<file path="src/design/stt_pkg.sv">
// shared types and constants for the step toward target unit
package stt_pkg;

   localparam int COORD_W    = 24;
   localparam int STEP_REG_W = 16;
   localparam int DELTA_W    = COORD_W + 1;
   localparam int SUM_W      = 2 * DELTA_W;
   localparam int ROOT_W     = SUM_W / 2;
   localparam int REM_W      = ROOT_W + 1;
   localparam int TRIAL_W    = ROOT_W + 3;
   localparam int CNT_W      = $clog2(ROOT_W + 1);
   localparam int CSR_IDX_W  = 2;

   typedef enum logic [CSR_IDX_W-1:0] {
      CSR_TARGET_X    = 2'd0,
      CSR_TARGET_Y    = 2'd1,
      CSR_STEP_LENGTH = 2'd2
   } stt_csr_type;

   localparam logic [STEP_REG_W-1:0] STEP_RESET = 16'd768;

   typedef enum logic {
      OP_SQRT = 1'b0,
      OP_DIV  = 1'b1
   } stt_op_type;

   typedef struct packed {
      logic       start;
      stt_op_type op;
   } stt_cmd_type;

endpackage

</file>
<file path="src/design/stt_root_div.sv">
// bit-serial square root and divider sharing one trial subtractor
module stt_root_div
   import stt_pkg::*;
#(
   parameter int QUO_BITS = 16
) (
   input  logic              clock,
   input  logic              reset,
   input  stt_cmd_type       cmd,
   input  logic [SUM_W-1:0]  operand,
   input  logic [ROOT_W-1:0] divisor,
   output logic              done,
   output logic [ROOT_W-1:0] result
);

   logic               busy_ff, busy_in;
   logic               done_ff, done_in;
   stt_op_type         op_ff, op_in;
   logic [CNT_W-1:0]   cnt_ff, cnt_in;
   logic [REM_W-1:0]   rem_ff, rem_in;
   logic [ROOT_W-1:0]  root_ff, root_in;
   logic [SUM_W-1:0]   work_ff, work_in;

   logic [TRIAL_W-1:0] rem_cat;
   logic [TRIAL_W-1:0] trial;
   logic [TRIAL_W:0]   diff;
   logic               fits;

   always_comb begin
      if (op_ff == OP_SQRT) begin
         rem_cat = {rem_ff, work_ff[SUM_W-1 -: 2]};
         trial   = {1'b0, root_ff, 2'b01};
      end else begin
         rem_cat = {1'b0, rem_ff, work_ff[SUM_W-1]};
         trial   = {3'b000, divisor};
      end
      diff = {1'b0, rem_cat} - {1'b0, trial};
      fits = !diff[TRIAL_W];
   end

   always_comb begin
      busy_in = busy_ff;
      done_in = 1'b0;
      op_in   = op_ff;
      cnt_in  = cnt_ff;
      rem_in  = rem_ff;
      root_in = root_ff;
      work_in = work_ff;
      if (cmd.start) begin
         busy_in = 1'b1;
         op_in   = cmd.op;
         root_in = '0;
         if (cmd.op == OP_SQRT) begin
            cnt_in  = CNT_W'(SUM_W / 2);
            rem_in  = '0;
            work_in = operand;
         end else begin
            cnt_in  = CNT_W'(QUO_BITS);
            rem_in  = REM_W'(operand >> QUO_BITS);
            work_in = operand << (SUM_W - QUO_BITS);
         end
      end else if (busy_ff) begin
         rem_in  = fits ? diff[REM_W-1:0] : rem_cat[REM_W-1:0];
         root_in = {root_ff[ROOT_W-2:0], fits};
         work_in = (op_ff == OP_SQRT) ? (work_ff << 2) : (work_ff << 1);
         cnt_in  = cnt_ff - CNT_W'(1);
         if (cnt_ff == CNT_W'(1)) begin
            busy_in = 1'b0;
            done_in = 1'b1;
         end
      end
   end

   always_ff @(posedge clock) begin
      if (reset) begin
         busy_ff <= 1'b0;
         done_ff <= 1'b0;
         op_ff   <= OP_SQRT;
         cnt_ff  <= '0;
      end else begin
         busy_ff <= busy_in;
         done_ff <= done_in;
         op_ff   <= op_in;
         cnt_ff  <= cnt_in;
      end
      rem_ff  <= rem_in;
      root_ff <= root_in;
      work_ff <= work_in;
   end

   assign done   = done_ff;
   assign result = root_ff;

endmodule

</file>
<file path="src/design/step_toward_target_unit.sv">
// constant-speed 2-d move toward a configured target point
//
//   channel | dir | tdata / data                      | tuser
//   req_    | in  | [23:0] load_x, [47:24] load_y     | action
//   rsp_    | out | [23:0] pos_x, [47:24] pos_y       | arrived
//   csr_    | in  | csr_index 0..2, csr_data [23:0]   | -
//
// a load beat goes straight from idle to finish; a step beat that snaps onto the target
// passes delta, sq_x, sq_y, sq_s and cmp before finish; a full step adds the square
// root and two quotient passes of COORD_FRAC_BITS + 8 bits on the shared unit.
// req_tready is high only between beats; a waiting rsp beat does not block the next req.
// reset is synchronous and clears position and target, step length returns to 768.
module step_toward_target_unit
   import stt_pkg::*;
#(
   parameter int COORD_FRAC_BITS = 8
) (
   input  logic                 clock,
   input  logic                 reset,
   input  logic                 req_tvalid,
   output logic                 req_tready,
   input  logic [47:0]          req_tdata,   // load_x, load_y
   input  logic                 req_tuser,   // action
   output logic                 rsp_tvalid,
   input  logic                 rsp_tready,
   output logic [47:0]          rsp_tdata,   // pos_x, pos_y
   output logic                 rsp_tuser,   // arrived
   input  logic                 csr_valid,
   output logic                 csr_ready,
   input  logic [CSR_IDX_W-1:0] csr_index,
   input  logic [COORD_W-1:0]   csr_data
);

   localparam int STEP_W      = COORD_FRAC_BITS + 8;
   localparam int STEP_WIDE_W = STEP_REG_W + COORD_FRAC_BITS;

   typedef enum logic [13:0] {
      S_IDLE   = 14'b00000000000001,
      S_DELTA  = 14'b00000000000010,
      S_SQ_X   = 14'b00000000000100,
      S_SQ_Y   = 14'b00000000001000,
      S_SQ_S   = 14'b00000000010000,
      S_CMP    = 14'b00000000100000,
      S_ROOT   = 14'b00000001000000,
      S_MUL_X  = 14'b00000010000000,
      S_KICK_X = 14'b00000100000000,
      S_DIV_X  = 14'b00001000000000,
      S_MUL_Y  = 14'b00010000000000,
      S_KICK_Y = 14'b00100000000000,
      S_DIV_Y  = 14'b01000000000000,
      S_FINISH = 14'b10000000000000
   } state_type;

   state_type              state_ff, state_in;
   logic [COORD_W-1:0]     tgt_x_ff, tgt_x_in;
   logic [COORD_W-1:0]     tgt_y_ff, tgt_y_in;
   logic [STEP_REG_W-1:0]  step_len_ff, step_len_in;
   logic [COORD_W-1:0]     cur_x_ff, cur_x_in;
   logic [COORD_W-1:0]     cur_y_ff, cur_y_in;
   logic [DELTA_W-1:0]     ax_ff, ax_in;
   logic [DELTA_W-1:0]     ay_ff, ay_in;
   logic                   neg_x_ff, neg_x_in;
   logic                   neg_y_ff, neg_y_in;
   logic [SUM_W-1:0]       prod_ff, prod_in;
   logic [SUM_W-1:0]       sum_ff, sum_in;
   logic [ROOT_W-1:0]      dist_ff, dist_in;
   logic                   rsp_valid_ff, rsp_valid_in;
   logic [2*COORD_W-1:0]   rsp_data_ff, rsp_data_in;
   logic                   rsp_user_ff, rsp_user_in;

   logic [STEP_WIDE_W-1:0] step_wide;
   logic [ROOT_W-1:0]      step;
   logic [DELTA_W-1:0]     dx, dy;
   logic [DELTA_W-1:0]     mul_a, mul_b;
   stt_cmd_type            unit_cmd;
   logic                   unit_done;
   logic [ROOT_W-1:0]      unit_result;
   logic [COORD_W-1:0]     quo;

   assign step_wide = STEP_WIDE_W'(step_len_ff) << COORD_FRAC_BITS;
   assign step      = ROOT_W'(step_wide[STEP_WIDE_W-1:8]);
   assign dx        = {tgt_x_ff[COORD_W-1], tgt_x_ff} - {cur_x_ff[COORD_W-1], cur_x_ff};
   assign dy        = {tgt_y_ff[COORD_W-1], tgt_y_ff} - {cur_y_ff[COORD_W-1], cur_y_ff};
   assign quo       = unit_result[COORD_W-1:0];

   assign req_tready = (state_ff == S_IDLE);
   assign csr_ready  = 1'b1;
   assign rsp_tvalid = rsp_valid_ff;
   assign rsp_tdata  = rsp_data_ff;
   assign rsp_tuser  = rsp_user_ff;

   // shared multiplier operand select
   always_comb begin
      unique case (state_ff)
         S_SQ_X:  begin mul_a = ax_ff; mul_b = ax_ff; end
         S_SQ_Y:  begin mul_a = ay_ff; mul_b = ay_ff; end
         S_MUL_X: begin mul_a = ax_ff; mul_b = step;  end
         S_MUL_Y: begin mul_a = ay_ff; mul_b = step;  end
         default: begin mul_a = step;  mul_b = step;  end
      endcase
   end

   always_comb begin
      tgt_x_in     = tgt_x_ff;
      tgt_y_in     = tgt_y_ff;
      step_len_in  = step_len_ff;
      state_in     = state_ff;
      cur_x_in     = cur_x_ff;
      cur_y_in     = cur_y_ff;
      ax_in        = ax_ff;
      ay_in        = ay_ff;
      neg_x_in     = neg_x_ff;
      neg_y_in     = neg_y_ff;
      prod_in      = mul_a * mul_b;
      sum_in       = sum_ff;
      dist_in      = dist_ff;
      rsp_valid_in = rsp_valid_ff;
      rsp_data_in  = rsp_data_ff;
      rsp_user_in  = rsp_user_ff;
      unit_cmd     = '{start: 1'b0, op: OP_SQRT};

      if (csr_valid) begin
         unique case (csr_index)
            CSR_TARGET_X:    tgt_x_in    = csr_data;
            CSR_TARGET_Y:    tgt_y_in    = csr_data;
            CSR_STEP_LENGTH: step_len_in = csr_data[STEP_REG_W-1:0];
            default: ;
         endcase
      end

      if (rsp_valid_ff && rsp_tready) begin
         rsp_valid_in = 1'b0;
      end

      unique case (state_ff)
         S_IDLE: begin
            if (req_tvalid) begin
               if (req_tuser) begin
                  state_in = S_DELTA;
               end else begin
                  cur_x_in = req_tdata[COORD_W-1:0];
                  cur_y_in = req_tdata[2*COORD_W-1:COORD_W];
                  state_in = S_FINISH;
               end
            end
         end
         S_DELTA: begin
            neg_x_in = dx[DELTA_W-1];
            neg_y_in = dy[DELTA_W-1];
            ax_in    = dx[DELTA_W-1] ? -dx : dx;
            ay_in    = dy[DELTA_W-1] ? -dy : dy;
            state_in = S_SQ_X;
         end
         S_SQ_X: state_in = S_SQ_Y;
         S_SQ_Y: begin
            sum_in   = prod_ff;
            state_in = S_SQ_S;
         end
         S_SQ_S: begin
            sum_in   = sum_ff + prod_ff;
            state_in = S_CMP;
         end
         S_CMP: begin
            if (sum_ff <= prod_ff) begin
               cur_x_in = tgt_x_ff;
               cur_y_in = tgt_y_ff;
               state_in = S_FINISH;
            end else begin
               unit_cmd = '{start: 1'b1, op: OP_SQRT};
               state_in = S_ROOT;
            end
         end
         S_ROOT: begin
            if (unit_done) begin
               dist_in  = (unit_result == '0) ? ROOT_W'(1) : unit_result;
               state_in = S_MUL_X;
            end
         end
         S_MUL_X: state_in = S_KICK_X;
         S_KICK_X: begin
            unit_cmd = '{start: 1'b1, op: OP_DIV};
            state_in = S_DIV_X;
         end
         S_DIV_X: begin
            if (unit_done) begin
               cur_x_in = neg_x_ff ? (cur_x_ff - quo) : (cur_x_ff + quo);
               state_in = S_MUL_Y;
            end
         end
         S_MUL_Y: state_in = S_KICK_Y;
         S_KICK_Y: begin
            unit_cmd = '{start: 1'b1, op: OP_DIV};
            state_in = S_DIV_Y;
         end
         S_DIV_Y: begin
            if (unit_done) begin
               cur_y_in = neg_y_ff ? (cur_y_ff - quo) : (cur_y_ff + quo);
               state_in = S_FINISH;
            end
         end
         S_FINISH: begin
            if (!rsp_valid_ff || rsp_tready) begin
               rsp_valid_in = 1'b1;
               rsp_data_in  = {cur_y_ff, cur_x_ff};
               rsp_user_in  = (cur_x_ff == tgt_x_ff) && (cur_y_ff == tgt_y_ff);
               state_in     = S_IDLE;
            end
         end
         default: state_in = S_IDLE;
      endcase
   end

   always_ff @(posedge clock) begin
      if (reset) begin
         state_ff     <= S_IDLE;
         tgt_x_ff     <= '0;
         tgt_y_ff     <= '0;
         step_len_ff  <= STEP_RESET;
         cur_x_ff     <= '0;
         cur_y_ff     <= '0;
         rsp_valid_ff <= 1'b0;
      end else begin
         state_ff     <= state_in;
         tgt_x_ff     <= tgt_x_in;
         tgt_y_ff     <= tgt_y_in;
         step_len_ff  <= step_len_in;
         cur_x_ff     <= cur_x_in;
         cur_y_ff     <= cur_y_in;
         rsp_valid_ff <= rsp_valid_in;
      end
      ax_ff       <= ax_in;
      ay_ff       <= ay_in;
      neg_x_ff    <= neg_x_in;
      neg_y_ff    <= neg_y_in;
      prod_ff     <= prod_in;
      sum_ff      <= sum_in;
      dist_ff     <= dist_in;
      rsp_data_ff <= rsp_data_in;
      rsp_user_ff <= rsp_user_in;
   end

   stt_root_div #(
      .QUO_BITS (STEP_W)
   ) u_root_div (
      .clock   (clock),
      .reset   (reset),
      .cmd     (unit_cmd),
      .operand (unit_cmd.op == OP_SQRT ? sum_ff : prod_ff),
      .divisor (dist_ff),
      .done    (unit_done),
      .result  (unit_result)
   );

endmodule

</file>
<file path="config.mk">
export PLATFORM = sky130hd
export DESIGN_NAME = step_toward_target_unit
export DESIGN_NICKNAME = d
export VERILOG_FILES = /design/src/design/stt_pkg.sv /design/src/design/stt_root_div.sv /design/src/design/step_toward_target_unit.sv
export SDC_FILE = /design/constraint.sdc
export NUM_CORES = 2
export LEC_CHECK = 0
export BUFFER_PORTS_ARGS = -buffer_cell sky130_fd_sc_hd__buf_4
export CORE_MARGIN = 1
export CORE_UTILIZATION = 30
export CTS_CLUSTER_SIZE = 28
export DETAILED_ROUTE_END_ITERATION = 6
export PLACE_DENSITY = 0.53
export REMOVE_ABC_BUFFERS = 1
export SYNTH_ARGS = -nofsm -noshare
export SYNTH_HDL_FRONTEND = slang
export SYNTH_HIERARCHICAL = 1
export SYNTH_SLANG_ARGS = --single-unit
</file>
<file path="constraint.sdc">
create_clock -name clock -period 11.5 [get_ports clock]
set_clock_uncertainty 0.05 [all_clocks]
set_input_delay 0 -clock clock [delete_from_list [all_inputs] [get_ports clock]]
set_output_delay 0 -clock clock [all_outputs]
set_load 0.005 [all_outputs]
</file>
After elaboration in Yosys (flattened, before gate mapping)
Cells that the tools add are included.
W data, S select, Z words.
{"block": "word_totals", "ram_bits": 0, "wordCells": 136, "out_inout_bits": 52, "rom_bits": 0, "in_bits": 80, "latch_bits": 0, "memories": 0, "regBits": 462}
{"block": "op_classes", "shift": 0, "n_div": 0, "reduce_logical": 23, "n_lt_le_gt_ge": 1, "bitwise_logic": 1, "multipliers": 1, "n_addsub": 11, "muxes": 48, "eq_ne": 26}
{"cell": "$mux W24", "count": 12}
{"cell": "$mux W50", "count": 5}
{"cell": "$pmux W14 S14", "count": 1}
{"cell": "$pmux W24 S3", "count": 2}
{"cell": "$mux W26", "count": 4}
{"cell": "$pmux W25 S2", "count": 2}
{"cell": "$pmux W50 S2", "count": 1}
{"cell": "$mux W14", "count": 7}
{"cell": "$add A50 B50 Y50", "count": 1}
{"cell": "$le A50 B50 Y1", "count": 1}
{"cell": "$mul A25 B25 Y50", "count": 1}
{"cell": "$neg A25 Y25", "count": 2}
{"cell": "$sub A24 B24 Y25", "count": 2}
{"cell": "$add A24 B24 Y24", "count": 2}
{"cell": "$eq A24 B24 Y1", "count": 2}
{"cell": "$sub A24 B24 Y24", "count": 2}
{"cell": "$sub A28 B27 Y29", "count": 1}
{"cell": "$mux W28", "count": 1}
{"cell": "$mux W27", "count": 1}
{"cell": "$logic_not A25 Y1", "count": 1}
{"cell": "$reduce_and A5 Y1", "count": 3}
{"cell": "$eq A14 B1 Y1 const B", "count": 1}
{"cell": "$eq A14 B10 Y1 const B", "count": 1}
{"cell": "$eq A14 B11 Y1 const B", "count": 1}
{"cell": "other kinds (32)", "count": 54}

Depth between registers and ports, before layout
{"block": "depth", "depth_word": 6, "mapped_depth": 39, "ltp_nobuf": 35}

Modules after synthesis
The synthesis kept the hierarchy.
{"mod": "step_toward_target_unit", "instances": 1, "cells_each": 5138, "area_per_inst_um2": 43792.0}
{"mod": "stt_root_div", "instances": 1, "cells_each": 737, "area_per_inst_um2": 7283.2}

Worst setup path before layout
Ideal clock, no wire load.
{"block": "synth_path", "path_kind": "register -> register", "start": "register state_ff[13]", "end": "register prod_ff[48]", "path_stages_with_launch": 36, "arrival_ns": 8.960, "path_slack_ns": 2.372, "setup_ns": 0.118, "period_less_slack_ns": 9.128, "path_cell_list": "dfxtp_1 -> nor4_1 -> nand2_1 -> or3_1 -> clkbuf_1 -> a21oi_1 -> clkbuf_1 -> clkbuf_1 -> a22oi_1 -> nand2_1 -> clkbuf_1 -> nand2_1 -> fa_1 -> inv_1 -> fa_1 -> inv_1 -> fa_1 -> inv_1 -> fa_1 -> fa_1 -> fa_1 -> inv_1 -> fa_1 -> inv_1 -> ha_1 -> clkbuf_1 -> nand2_1 -> or3_1 -> a2111oi_0 -> o21ai_1 -> o21ai_1 -> a21oi_1 -> o31ai_1 -> a31o_2 -> a21oi_1 -> xnor2_1"}
{"block": "synth_between", "elab_chain_len": 4}
{"element": "from (decl)", "line": "step_toward_target_unit.sv:54", "rtl": "state_type state_ff, state_in;"}
{"element": "from (signal assigned)", "line": "step_toward_target_unit.sv:223", "rtl": "state_ff <= state_in;"}
{"element": "$eq A14 B11 Y1 (tied with other cells)", "line": "step_toward_target_unit.sv:94", "rtl": "unique case (state_ff)"}
{"element": "$reduce_or A2 Y1 (no line)"}
{"element": "$pmux W25 S2", "line": "step_toward_target_unit.sv:94"}
{"element": "$mul A25 B25 Y50 (*)", "line": "step_toward_target_unit.sv:114", "rtl": "prod_in = mul_a * mul_b;"}
{"element": "via prod_in[48]", "line": "step_toward_target_unit.sv:64", "rtl": "logic [SUM_W-1:0] prod_ff, prod_in;"}
{"element": "to (signal assigned)", "line": "step_toward_target_unit.sv:235", "rtl": "prod_ff <= prod_in;"}
{"element": "to (decl)", "line": "step_toward_target_unit.sv:64"}
The timed path passes the listed nets; every way through them passes the cells marked *.
A chain may end at the register's enable or synchronous reset.

Final worst setup path
{"block": "layout_path", "start": "register state_ff[11]", "end": "register prod_ff[48]"}
The elaborated chain is that of the path after synthesis.

==> impl_summary.md <==
Outcome
The run finished with clean final reports.

Timing
The final-layout worst hold slack is 92.07 ps. The hold violation count in the final report is 0. The final critical-path required period is 10460 ps. The worst pin sits at a relative slew slack of 0.1861. Setup repair after global routing left no endpoint under its margin. The ratio of final minimum period to clock period is 0.9092.

The final-report max-slew violation count came to 0. Setup violations remaining at the end of the flow were counted as 0. The pin slew with the least headroom to its limit is 1214 ps. Static timing analysis puts the maximum clock frequency at 95.64 MHz.

Detailed routing
The average via count per standard cell is 5.168. The met1 wire length is 78.68 mm. In the final routed layout, each cell accounts on average for 21.65 um. The sum of routed wire length over all layers is 177.4 mm. The number of violations reported at the end of detailed-routing iteration 0 is 3348. The number of nets with antenna violations after detailed routing is 0.

After detailed routing, the number of remaining DRC violations is 0. Detailed routing placed a total of 81.59 mm of wire on met2. Across all layers, the routed design uses 42354 vias. The top layer reached by signal wires is met4. The first-pass iteration count of the detailed router is 6. The routed design uses 9.224 mm of met3 wire.

Clock network
The number of clock buffers added by TritonCTS is 51. The number of gates resized after CTS was 0. The clock slew seen by the registers of the worst setup and hold paths is 70 ps. The clock insertion delay at the later pin of the skew report is 670 ps.

The clock passes through at most 3 buffers. After clock tree synthesis, the setup repair step added 0 buffers. The H-tree level count is 2. The cell at the root of the clock tree is clkbuf_16. The clock net in this run drives a total of 462 sinks. The number of buffers inserted by hold repair at cts is 87. The TritonCTS clock tree is built.

Synth
The async set or reset register ratio after synthesis is 0. The share of the Yosys chip area taken by registers is 0.2305. For this run, the leading register cell type out of synthesis is edfxtp_1.

The number of synthesized flops with an enable pin is 252. Averaged over all synthesized cells, the footprint is 8.694 um^2. The number of flip-flops and latches in the synthesized netlist is 462. The share of the synthesized area in the top cell type is 0.2085. For this run, the number of Yosys warnings is 6. Counting distinct cell types in the post-synthesis netlist gives 98. The post-synthesis cell count is 5875. The post-synthesis instance area is 51080 um^2. In the post-synthesis netlist, the biggest area contributors are fa_1 (21%), edfxtp_1 (15%), ha_1 (10%), dfxtp_1 (8.2%), inv_1 (6.0%). The largest area contributor in the synthesized netlist is fa_1.

Critical path
The data arrival time of the worst path is 10930 ps. The cell family with the largest share of critical-path delay is adder cells. The element type at the critical path end is a flop. The critical-path cell with the highest stage delay is a21boi_2. The path type of the worst setup path is flop to flop. The critical path startpoint category is a flop.

On the worst path, the slowest cell contributes a delay of 890 ps. Among the stages of the critical path, the cell type that occurs most often is fa_1. The top fanout value on the critical path is 26.

The critical path contains buffers and inverters numbering 8 combined. The critical path data required time is 11970 ps.

Floorplan
The floorplan step defined a core boundary enclosing 169300 um^2. The number of placement rows is 151. The starting density of the core is 0.3017.

The full die area is 171900 um^2. In this run the horizontal extent of the chip is 414.6 um. 132 I/O pins were placed.

The die is 414.6 um tall.

Power and ir drop
Dividing total power by cell area gives a power density of 90.82 nW/um^2. Of the total power, the share spent switching nets is 0.3435. Of the total power, registers draw 0.367. Across the VDD grid, the largest voltage drop is 0.0001153 V. The share of total power dissipated in combinational logic is 0.287. Summing internal, switching and leakage power gives 5.184 mW. Of the total power, the clock network draws 0.345.

The switching power of the nets is 1.781 mW. The internal portion of the total power is 3.403 mW. The leakage power summed over all cells is 23.69 nW.

GRT
The pin count of the biggest net entering global routing is 94. The overall fraction of global-route tracks in use is 0.2017. The first global-routing pass estimated 265.7 mm of wire. The via count of the first global-routing pass is 42284.

Summed over all layers, the global routing overflow is 0. The initial antenna violation count is 1.

Cells and area
The share of layout cells above drive strength 1 is 0.07414. In the layout the commonest cells are inv_1 (817), nand2_1 (696), nor2_1 (645). The area growth from synthesis to final layout is 11.76%. At the end of the flow, the number of nets in the layout was 6954.

The end-of-flow core utilization is 0.3372. The commonest non-fill, non-tap cell in the layout is inv_1.

Placement
Input and output buffers added on the ports amount to 130. The detailed placement HPWL is 137.7 mm. The routability congestion estimate from global placement is 0.9189.

Hold path
The path class of the tightest hold or removal check is input port to flop.

Job
The tool flagged a number of max-cap violations equal to 0.
## flip-flops by register name, summed over array words and instances (netlist names), 14 cells and up
signal / count
cur_x_ff: 24
cur_y_ff: 24
ay_ff: 25
prod_ff: 50
ax_ff: 25
tgt_y_ff: 24
sum_ff: 50
rsp_tdata: 48
dist_ff: 25
u_root_div/work_ff: 50
u_root_div/result: 25
u_root_div/rem_ff: 26
tgt_x_ff: 24
step_len_ff: 16
state_ff: 14
## per-stage QoR
step / cell area, um^2 / TNS, ps / cells / setup WS (ps)
floorplan: 49940 / -168480 / 5585 / -1752
CTS: 57070 / 0 / 8193 / 1078
detailed placement: 54400 / 0 / 8010 / 1131
finish: 57080 / 0 / 8195 / 1044
global placement: 54400 / 0 / 8010 / 1262
global route: 57070 / 0 / 8193 / 414.0
## kinds of logic (layout without fill, tap and decap cells)
| family | after synthesis | after routing | share of synthesized area |
|---|---|---|---|
| simple gates | 1790 | 1790 | 0.1535 |
| compound gates | 1114 | 1114 | 0.1398 |
| buf+inv | 1110 | 1210 | 0.08248 |
| fa+ha+maj | 942 | 942 | 0.3090 |
| flops | 462 | 462 | 0.2305 |
| xor+xnor | 264 | 264 | 0.04527 |
| mux | 192 | 192 | 0.03949 |
| other cells | 1 | 3 | 0.00007342 |
## final timing paths
kind / cells past startpoint / slack [ps] / end / from
max: 34 / 1040 / prod_ff[48] / state_ff[11]
min: 5 / 90 / tgt_y_ff[23] / csr_index[1]
min reg2reg: 2 / 420 / tgt_x_ff[0] / tgt_x_ff[0]
max reg2reg: 34 / 1040 / prod_ff[48] / state_ff[11]
## worst reg2reg max path: cells and delay by family (launching register included)
kind / cells / cell delay, ps
xor gates and xnor gates: 1 / 120
AOI/OAI and AO/OA: 8 / 2340
buffers and inverters: 8 / 1150
and+or+nand+nor: 9 / 2210
adders and majority gates: 8 / 4070
DFF: 1 / 370
## cell type report
cell class,count,area [um^2]
inverters,820,3078
flip-flops and latches,462,11780
clock buffers,59,1348
diodes,2,5.005
clock inverters,37,456.7
repair buffers,294,2425
well taps,2218,2775
fillers,17620,112200
multi-input cells,4303,35220
## power groups by stage
stage | sequential [mW] | combinational [mW] | clock (mW)
6_report | 1.90 | 1.49 | 1.79
2_1_floorplan | 1.90 | 1.04 | 0
3_5_place_dp | 1.94 | 1.45 | 0
4_1_cts | 1.91 | 1.48 | 1.83
5_1_grt | 1.91 | 1.63 | 1.89
3_3_place_gp | 1.94 | 1.44 | 0
## metal layers
| metal | global-route usage | vias up |
|---|---|---|
| met3 | 0.02319 | 266 |
| met4 | 0.07878 | 0 |
| met1 | 0.2707 | 21186 |
| met5 | 0 | - |
| met2 | 0.3310 | 1299 |
| li1 | - | 19603 |
## synthesized netlist by cell type (77+ instances only)
cell type and count:
dfxtp_1 210, nor2_1 647, mux2i_1 116, a21o_1 77
a21oi_1 336, fa_1 532, ha_1 410, xnor2_1 205
o21ai_0 237, edfxtp_1 252, inv_1 817, clkbuf_1 262
nand2_1 696
(Power assumes the default switching activity.)
